==> src/design/pfcs_pkg.sv <==
// Shared types, constants and the pixel conversion function for the
// pixel format converter / horizontal scaler. No dependencies.
package pfcs_pkg;

  localparam int MAX_LINE  = 4096;
  localparam int RESULT_CAP = 64;

  localparam int PIX_W   = 30;
  localparam int DST_W   = 32;
  localparam int FMT_W   = 4;
  localparam int STEP_W  = 21;
  localparam int COUNT_W = 13;
  localparam int POS_W   = 34;
  localparam int IDX_W   = 17;
  localparam int FRAC_W  = 16;
  localparam int NRES_W  = $clog2(RESULT_CAP) + 1;
  localparam int CIDX_W  = 2;
  localparam int CDATA_W = STEP_W;

  // target formats
  localparam logic [FMT_W-1:0] FMT_RGB32  = 4'd0;
  localparam logic [FMT_W-1:0] FMT_BGR32  = 4'd1;
  localparam logic [FMT_W-1:0] FMT_RGBA   = 4'd2;
  localparam logic [FMT_W-1:0] FMT_BGRA   = 4'd3;
  localparam logic [FMT_W-1:0] FMT_RGB24  = 4'd4;
  localparam logic [FMT_W-1:0] FMT_BGR24  = 4'd5;
  localparam logic [FMT_W-1:0] FMT_RGB565 = 4'd6;
  localparam logic [FMT_W-1:0] FMT_BGR565 = 4'd7;
  localparam logic [FMT_W-1:0] FMT_RGB555 = 4'd8;
  localparam logic [FMT_W-1:0] FMT_BGR555 = 4'd9;
  localparam logic [FMT_W-1:0] FMT_RGB332 = 4'd10;

  // configuration register indexes
  localparam logic [CIDX_W-1:0] REG_FORMAT = 2'd0;
  localparam logic [CIDX_W-1:0] REG_STEP   = 2'd1;
  localparam logic [CIDX_W-1:0] REG_COUNT  = 2'd2;

  localparam logic [FMT_W-1:0]   FORMAT_RST = FMT_RGB32;
  localparam logic [STEP_W-1:0]  STEP_RST   = 21'd65536;
  localparam logic [COUNT_W-1:0] COUNT_RST  = 13'd4096;

  typedef struct packed {
    logic [PIX_W-1:0] src_pixel;
    logic             line_start;
  } pix_in_t;

  typedef struct packed {
    logic [DST_W-1:0] dst_pixel;
    logic             line_last;
  } pix_out_t;

  typedef struct packed {
    logic [FMT_W-1:0]   target_format;
    logic [STEP_W-1:0]  step;
    logic [COUNT_W-1:0] out_count;
  } cfg_regs_t;

  typedef struct packed {
    logic start;   // latch the accepted word, clear line state if asked
    logic emit;    // produce one output and advance the position
    logic finish;  // move on to the next source pixel
  } dp_cmd_t;

  typedef struct packed {
    logic more;      // another output belongs to the current source pixel
    logic can_load;  // output register free this cycle
  } dp_stat_t;

  function automatic logic [DST_W-1:0] convert_pixel(
    input logic [PIX_W-1:0] s,
    input logic [FMT_W-1:0] fmt
  );
    logic [7:0] r;
    logic [7:0] g;
    logic [7:0] b;
    logic [DST_W-1:0] res;
    r = s[27:20];
    g = s[17:10];
    b = s[7:0];
    unique case (fmt) inside
      FMT_RGB32, FMT_RGB24: res = {8'd0, r, g, b};
      FMT_BGR32, FMT_BGR24: res = {8'd0, b, g, r};
      FMT_RGBA:   res = {r, g, b, 8'hff};
      FMT_BGRA:   res = {b, g, r, 8'hff};
      FMT_RGB565: res = {16'd0, r[7:3], g[7:2], b[7:3]};
      FMT_BGR565: res = {16'd0, b[7:3], g[7:2], r[7:3]};
      FMT_RGB555: res = {17'd0, r[7:3], g[7:3], b[7:3]};
      FMT_BGR555: res = {17'd0, b[7:3], g[7:3], r[7:3]};
      FMT_RGB332: res = {24'd0, r[7:5], g[7:5], b[7:6]};
      default:    res = '0;
    endcase
    return res;
  endfunction

endpackage

==> src/design/pfcs_dp.sv <==
// Datapath: line position accumulator, counters, conversion and output register.
// Depends on pfcs_pkg.
module pfcs_dp (
  input  logic                clk,
  input  logic                rst,
  input  pfcs_pkg::cfg_regs_t cfg,
  input  pfcs_pkg::pix_in_t   src_data,
  input  pfcs_pkg::dp_cmd_t   cmd,
  output pfcs_pkg::dp_stat_t  stat,
  output logic                dst_valid,
  input  logic                dst_stall,
  output pfcs_pkg::pix_out_t  dst_data
);
  import pfcs_pkg::*;

  logic [PIX_W-1:0]   pixel;
  logic [POS_W-1:0]   position;
  logic [IDX_W-1:0]   source_index;
  logic [COUNT_W-1:0] emitted;
  logic [NRES_W-1:0]  nres;

  logic [COUNT_W-1:0] limit;
  logic [COUNT_W-1:0] emitted_next;
  logic [POS_W-1:0]   position_next;

  assign limit = (cfg.out_count > COUNT_W'(MAX_LINE)) ? COUNT_W'(MAX_LINE) : cfg.out_count;
  assign emitted_next  = emitted + COUNT_W'(1);
  assign position_next = position + POS_W'(cfg.step);

  // integer part of the position against the current source pixel
  assign stat.more = !nres[NRES_W-1] && (emitted < limit) &&
                     (position[POS_W-1:FRAC_W] <= {1'b0, source_index});
  assign stat.can_load = !dst_valid || !dst_stall;

  always_ff @(posedge clk) begin
    if (rst) begin
      position     <= '0;
      source_index <= '0;
      emitted      <= '0;
      nres         <= '0;
    end else begin
      if (cmd.start) begin
        nres <= '0;
        if (src_data.line_start) begin
          position     <= '0;
          source_index <= '0;
          emitted      <= '0;
        end
      end
      if (cmd.emit) begin
        emitted  <= emitted_next;
        position <= position_next;
        nres     <= nres + NRES_W'(1);
      end
      if (cmd.finish && (source_index != '1)) begin
        source_index <= source_index + IDX_W'(1);
      end
    end
  end

  always_ff @(posedge clk) begin
    if (cmd.start) begin
      pixel <= src_data.src_pixel;
    end
  end

  // output register: one word held until the sink takes it
  always_ff @(posedge clk) begin
    if (rst) begin
      dst_valid <= 1'b0;
    end else if (cmd.emit) begin
      dst_valid <= 1'b1;
    end else if (!dst_stall) begin
      dst_valid <= 1'b0;
    end
  end

  always_ff @(posedge clk) begin
    if (cmd.emit) begin
      dst_data.dst_pixel <= convert_pixel(pixel, cfg.target_format);
      dst_data.line_last <= (emitted_next == limit);
    end
  end

endmodule

==> src/design/pfcs_ctrl.sv <==
// Controller: sequences accept, emit and finish steps for one source word.
// Depends on pfcs_pkg.
module pfcs_ctrl (
  input  logic               clk,
  input  logic               rst,
  input  logic               src_valid,
  output logic               src_stall,
  input  pfcs_pkg::dp_stat_t stat,
  output pfcs_pkg::dp_cmd_t  cmd
);
  import pfcs_pkg::*;

  localparam logic S_IDLE = 1'b0;
  localparam logic S_RUN  = 1'b1;

  logic state;
  logic state_next;

  assign src_stall = (state != S_IDLE);

  always_comb begin
    state_next = state;
    cmd        = '0;
    unique case (state)
      S_IDLE: begin
        if (src_valid) begin
          cmd.start  = 1'b1;
          state_next = S_RUN;
        end
      end
      S_RUN: begin
        if (stat.more) begin
          cmd.emit = stat.can_load;
        end else begin
          cmd.finish = 1'b1;
          state_next = S_IDLE;
        end
      end
      default: state_next = S_IDLE;
    endcase
  end

  always_ff @(posedge clk) begin
    if (rst) begin
      state <= S_IDLE;
    end else begin
      state <= state_next;
    end
  end

  a_cmd_onehot: assert property (@(posedge clk) disable iff (rst)
    $onehot0({cmd.start, cmd.emit, cmd.finish}))
    else $error("controller issued more than one command");

  a_emit_legal: assert property (@(posedge clk) disable iff (rst)
    cmd.emit |-> (stat.more && stat.can_load))
    else $error("emit without a pending output or a free output register");

  a_finish_idle: assert property (@(posedge clk) disable iff (rst)
    cmd.finish |=> !src_stall)
    else $error("source not reopened after finishing a word");

  a_start_run: assert property (@(posedge clk) disable iff (rst)
    cmd.start |=> (src_stall && !cmd.start))
    else $error("new word taken while previous one still in work");

endmodule

==> src/design/pixel_format_convert_scale.sv <==
// Top level of the pixel format converter with horizontal scaling.
// Holds the configuration registers; depends on pfcs_pkg, pfcs_ctrl, pfcs_dp.
//
//   channel  handshake            payload
//   src      src_valid/src_stall  src_data  (src_pixel, line_start)
//   dst      dst_valid/dst_stall  dst_data  (dst_pixel, line_last)
//   cfg      cfg_valid/cfg_ready  cfg_index, cfg_data (always ready)
//
// A source word is taken, then yields N output words (0..64), one at a time;
// then the block steps to the next source pixel and is ready for the next word.
// The emit loop is paced by the single output register; a stalled sink
// holds the loop for as long as it stalls.
// Synchronous reset restores the register defaults and clears the line state.
module pixel_format_convert_scale (
  input  logic                                 clk,
  input  logic                                 rst,
  input  logic                                 src_valid,
  output logic                                 src_stall,
  input  pfcs_pkg::pix_in_t                    src_data,
  output logic                                 dst_valid,
  input  logic                                 dst_stall,
  output pfcs_pkg::pix_out_t                   dst_data,
  input  logic                                 cfg_valid,
  output logic                                 cfg_ready,
  input  logic [pfcs_pkg::CIDX_W-1:0]          cfg_index,
  input  logic [pfcs_pkg::CDATA_W-1:0]         cfg_data
);
  import pfcs_pkg::*;

  cfg_regs_t cfg;
  dp_cmd_t   cmd;
  dp_stat_t  stat;

  assign cfg_ready = 1'b1;

  always_ff @(posedge clk) begin
    if (rst) begin
      cfg.target_format <= FORMAT_RST;
      cfg.step          <= STEP_RST;
      cfg.out_count     <= COUNT_RST;
    end else if (cfg_valid && cfg_ready) begin
      unique case (cfg_index)
        REG_FORMAT: cfg.target_format <= cfg_data[FMT_W-1:0];
        REG_STEP:   cfg.step          <= cfg_data[STEP_W-1:0];
        REG_COUNT:  cfg.out_count     <= cfg_data[COUNT_W-1:0];
        default: ;
      endcase
    end
  end

  pfcs_ctrl u_ctrl (
    .clk       (clk),
    .rst       (rst),
    .src_valid (src_valid),
    .src_stall (src_stall),
    .stat      (stat),
    .cmd       (cmd)
  );

  pfcs_dp u_dp (
    .clk       (clk),
    .rst       (rst),
    .cfg       (cfg),
    .src_data  (src_data),
    .cmd       (cmd),
    .stat      (stat),
    .dst_valid (dst_valid),
    .dst_stall (dst_stall),
    .dst_data  (dst_data)
  );

endmodule
==> config.mk <==
export PLATFORM = sky130hd
export DESIGN_NAME = pixel_format_convert_scale
export DESIGN_NICKNAME = d
export VERILOG_FILES = /design/src/design/pfcs_pkg.sv /design/src/design/pfcs_dp.sv /design/src/design/pfcs_ctrl.sv /design/src/design/pixel_format_convert_scale.sv
export SDC_FILE = /design/constraint.sdc
export NUM_CORES = 1
export LEC_CHECK = 0
export BUFFER_PORTS_ARGS = -buffer_cell sky130_fd_sc_hd__buf_2
export CAP_MARGIN = 20
export CORE_MARGIN = 2
export CORE_UTILIZATION = 40
export CTS_BUF_LIST = sky130_fd_sc_hd__clkbuf_8
export DETAILED_ROUTE_END_ITERATION = 8
export PLACE_DENSITY = 0.69
export SYNTH_ARGS = -nofsm -noshare
export SYNTH_HDL_FRONTEND = slang
export SYNTH_HIERARCHICAL = 1
export SYNTH_SLANG_ARGS = --single-unit
==> constraint.sdc <==
create_clock -name clk -period 6.1 [get_ports clk]
set_clock_uncertainty 0.15 [all_clocks]
set_input_delay 0.305 -clock clk [delete_from_list [all_inputs] [get_ports clk]]
set_output_delay 0.305 -clock clk [all_outputs]
set_load 0.1 [all_outputs]
==> flow_summary.ini <==
[status]
outcome = complete, no violations

[setup_path]
startpoint = cfg[12]$_SDFFE_PP1P_
critical_path_arrival_ns = 4.68
r2r-end = u_dp/position[26]$_SDFFE_PP0P_
end_kind = flop
critical_path.endpoint = u_dp/position[26]$_SDFFE_PP0P_
worstReg2RegStart = cfg[12]$_SDFFE_PP1P_
reg2regPathDepth = 15
cp_max_fo = 58
crit_required_ns = 6.31
rrSetupSlack_ns = 1.63
startpoint_type = flop
crit_type = flop to flop

[die]
row_count = 57
io_pins = 95
core_um2 = 24300
die_h_um = 161
die_area_um2 = 26000
die_width_um = 161
start_util_pct = 40.7

[synthesis]
synth_area_um2 = 9890
async_flop_share_pct = 0
synth_cell_types = 76
yosys-top-cells-area = dfxtp_1 (22%), edfxtp_1 (17%), mux2i_1 (7.0%), ha_1 (7.0%), nand2b_1 (4.9%)
syn_nets = 1182
seq_area_frac_synth_pct = 39.8
synth_top_area_share_pct = 22.5
synth_top_cell_by_area = dfxtp_1
synth_edf_count = 57
ys_seq_elements = 168
syn_inst = 1067
avgSynthCellArea_um2 = 9.27
synth_warnings = 6
ys.flop_type = dfxtp_1

[min_path]
worstHoldStart = cfg_data[1]
hold_class = input port to flop

[clocking]
path_clk_slew_ns = 0.10
clock_sinks = 168
cts_tree = yes
clock_latency_ns = 0.46
clockBufferDepth = 2
post-cts-setup-buffers = 0
cts_root_buf = clkbuf_8
h-tree-depth = 4
cts_buffers = 17

[global_route]
grtUsageTotal_pct = 18.0
grt_use_met3_pct = 2.75
use_met1_pct = 23.7
grt_max_degree = 81
antenna_found_initial = 0
grt_pass1_wl_mm = 38.5
grt_pass1_vias = 7862
busiest_layer = met2
met2_usage_pct = 30.0
grt_overflow = 0

[place]
routabilityCongestion = 0.891
port_buffers = 87
hpwlAfterDp_mm = 16.4

[timing]
worst_slew_pin_slew_ns = 0.950
timing.hold.ws_ns = 0.0166
setup_viol = 0
tns_ns = 0
maxSlewViolCount = 0
post-route-period-util_pct = 73.2
hold_violations = 0
relSlewSlack_pct = 36.4
max_freq_mhz = 224
period_needed_ns = 4.47
rsz0062_at_grt = no

[drt]
drc = 0
first_iter_violations = 529
routedWlPerCell_um = 15.5
ant_nets = 0
avgViaCountPerCell = 5.49
drt-pass1-iter-count = 6
vias = 8234
drt_wl_total_mm = 23.3

[cells_and_area]
nets = 1278
diodes = 0
area_delta_synth_final_pct = 14.0
fill_cells = 2355
layout-drive-gt1-share_pct = 12.2

[power]
power.density_nw_per_um2 = 289
max-vdd-ir-drop_uv = 311
power.leakage_nw = 4.30

[run]
drv_cap = 0
## state kept, by name, indices dropped and copies added, names as in the netlist
| register | count |
|---|---|
| u_dp/nres | 7 |
| u_dp/dst_data | 33 |
| u_dp/pixel | 24 |
| u_dp/position | 34 |
| u_dp/dst_valid | 1 |
| u_ctrl/src_stall | 1 |
| cfg | 38 |
| u_dp/emitted | 13 |
| u_dp/source_index | 17 |
## logic make-up (layout without fill, tap and decap cells)
| logic type | count (synthesis) | in the layout | synth area share, % |
|---|---|---|---|
| AOI/OAI and AO/OA | 260 | 260 | 17.5 |
| adders and majority gates | 56 | 56 | 7.16 |
| buffers and inverters | 92 | 201 | 4.24 |
| DFF | 168 | 168 | 39.8 |
| other | 1 | 1 | 0.0379 |
| and+or+nand+nor | 383 | 383 | 20.5 |
| xor gates and xnor gates | 37 | 37 | 3.73 |
| muxes | 70 | 70 | 7.09 |
## cell usage after synthesis, types with 7 or more instances
cell type / count
dfxtp_1: 111
nand2b_1: 78
nand2_1: 77
nor2_1: 73
a21oi_1: 72
mux2i_1: 69
edfxtp_1: 57
ha_1: 55
o21ai_0: 44
inv_1: 38
nand3_1: 32
clkbuf_1: 24
nor2b_1: 23
xnor2_1: 23
nand4_1: 20
a21o_1: 16
a22oi_1: 16
nor3_1: 16
a211oi_1: 15
and3_1: 12
o211ai_1: 12
xor2_1: 11
buf_1: 10
or3_1: 10
nor3b_1: 9
nor4_1: 9
o22ai_1: 9
o221ai_1: 8
a31oi_1: 7
buf_2: 7
## per-stage QoR
step | setup WS, ns | power [mW] | cell area (um2) | utilization (%) | cells
3_5_place_dp | 1.62 | 2.44 | 10500 | 43.3 | 1432
3_3_place_gp | 1.69 | 2.43 | 10500 | 43.3 | 1432
5_1_grt | 1.24 | 3.40 | 11300 | 46.4 | 1500
6_report | 1.63 | 3.26 | 11300 | 46.4 | 1500
2_1_floorplan | 1.75 | 2.24 | 9890 | - | 1067
4_1_cts | 1.59 | 3.28 | 11300 | 46.4 | 1500
## layer usage
layer / share of wire, % / up-vias
met2: 48 / 224
met4: 2.5 / 0
li1: - / 4098
met3: 4.2 / 40
met1: 46 / 3872
met5: 0 / -
## cell type report
type	instances	area, um2	share of cell area (%)
multi-input combinational	807	5540	49.1
sequential	168	3930	34.9
timing repair buffer	131	856	7.59
tap	324	405	3.59
clock buffer	17	234	2.07
clock inverter	15	166	1.48
inverter	38	143	1.26
## cell usage in the layout, fill, tap and decap left out, types with 8 or more instances in the layout
cell type	netlist	layout
a211oi_1	15	15
nor2_1	73	73
o22ai_1	9	9
inv_1	38	39
ha_1	55	55
mux2i_1	69	69
dlygate4sd3_1	0	36
xnor2_1	23	23
a21oi_1	72	72
a22oi_1	16	16
o21ai_0	44	44
and3_1	12	11
nand2b_1	78	78
nand2_1	77	77
nor3b_1	9	9
dfxtp_1	111	111
nand3_1	32	32
nor3_1	16	16
o221ai_1	8	8
clkbuf_8	1	17
xor2_1	11	11
buf_4	6	8
o211ai_1	12	12
a21o_1	16	16
nor4_1	9	9
or3_1	10	10
nor2b_1	23	23
edfxtp_1	57	57
buf_2	7	87
nand4_1	20	20
## report_power, final
group	leakage, nW	switching, mW	total [mW]	internal, mW
Clock	0.200	0.449	0.821	0.372
Combinational	2.67	0.836	1.07	0.231
Sequential	1.44	0.0682	1.37	1.30
Total	4.30	1.35	3.26	1.90
## how the worst min path moves through the flow
stage,endpoint,slack [ns],depth (start not counted)
floorplan,u_ctrl/src_stall$_SDFF_PP0_,0.23,1
global placement,u_dp/position[13]$_SDFFE_PP0P_,0.29,2
detailed placement,u_dp/position[7]$_SDFFE_PP0P_,0.31,2
CTS,cfg[19]$_SDFFE_PP0P_,0.004,3
global route,cfg[9]$_SDFFE_PP0P_,0.006,3
finish,cfg[35]$_SDFFE_PP0P_,0.02,3
## repair_timing
item | in CTS | in global routing
hold endpoints to repair | 38 | 0
resized for setup | 0 | 0
hold buffers | 36 | 0
endpoints found under the setup margin | 0 | 0
## worst max-delay path, stage by stage (launching register included)
cell      delay, ns
dfxtp_1        0.40
inv_1          0.31
nand2_1        0.13
ha_1           0.31
a21o_1         0.18
a211oi_1       0.32
nand2b_1       0.10
o21ai_0        0.21
and3_1         0.24
and3_2         0.38
buf_4          0.63
nand2b_1       0.31
and3_1         0.22
a211oi_1       0.08
a21o_1         0.18
a211o_1        0.21
No activity file was read; power rests on OpenSTA's default activity.
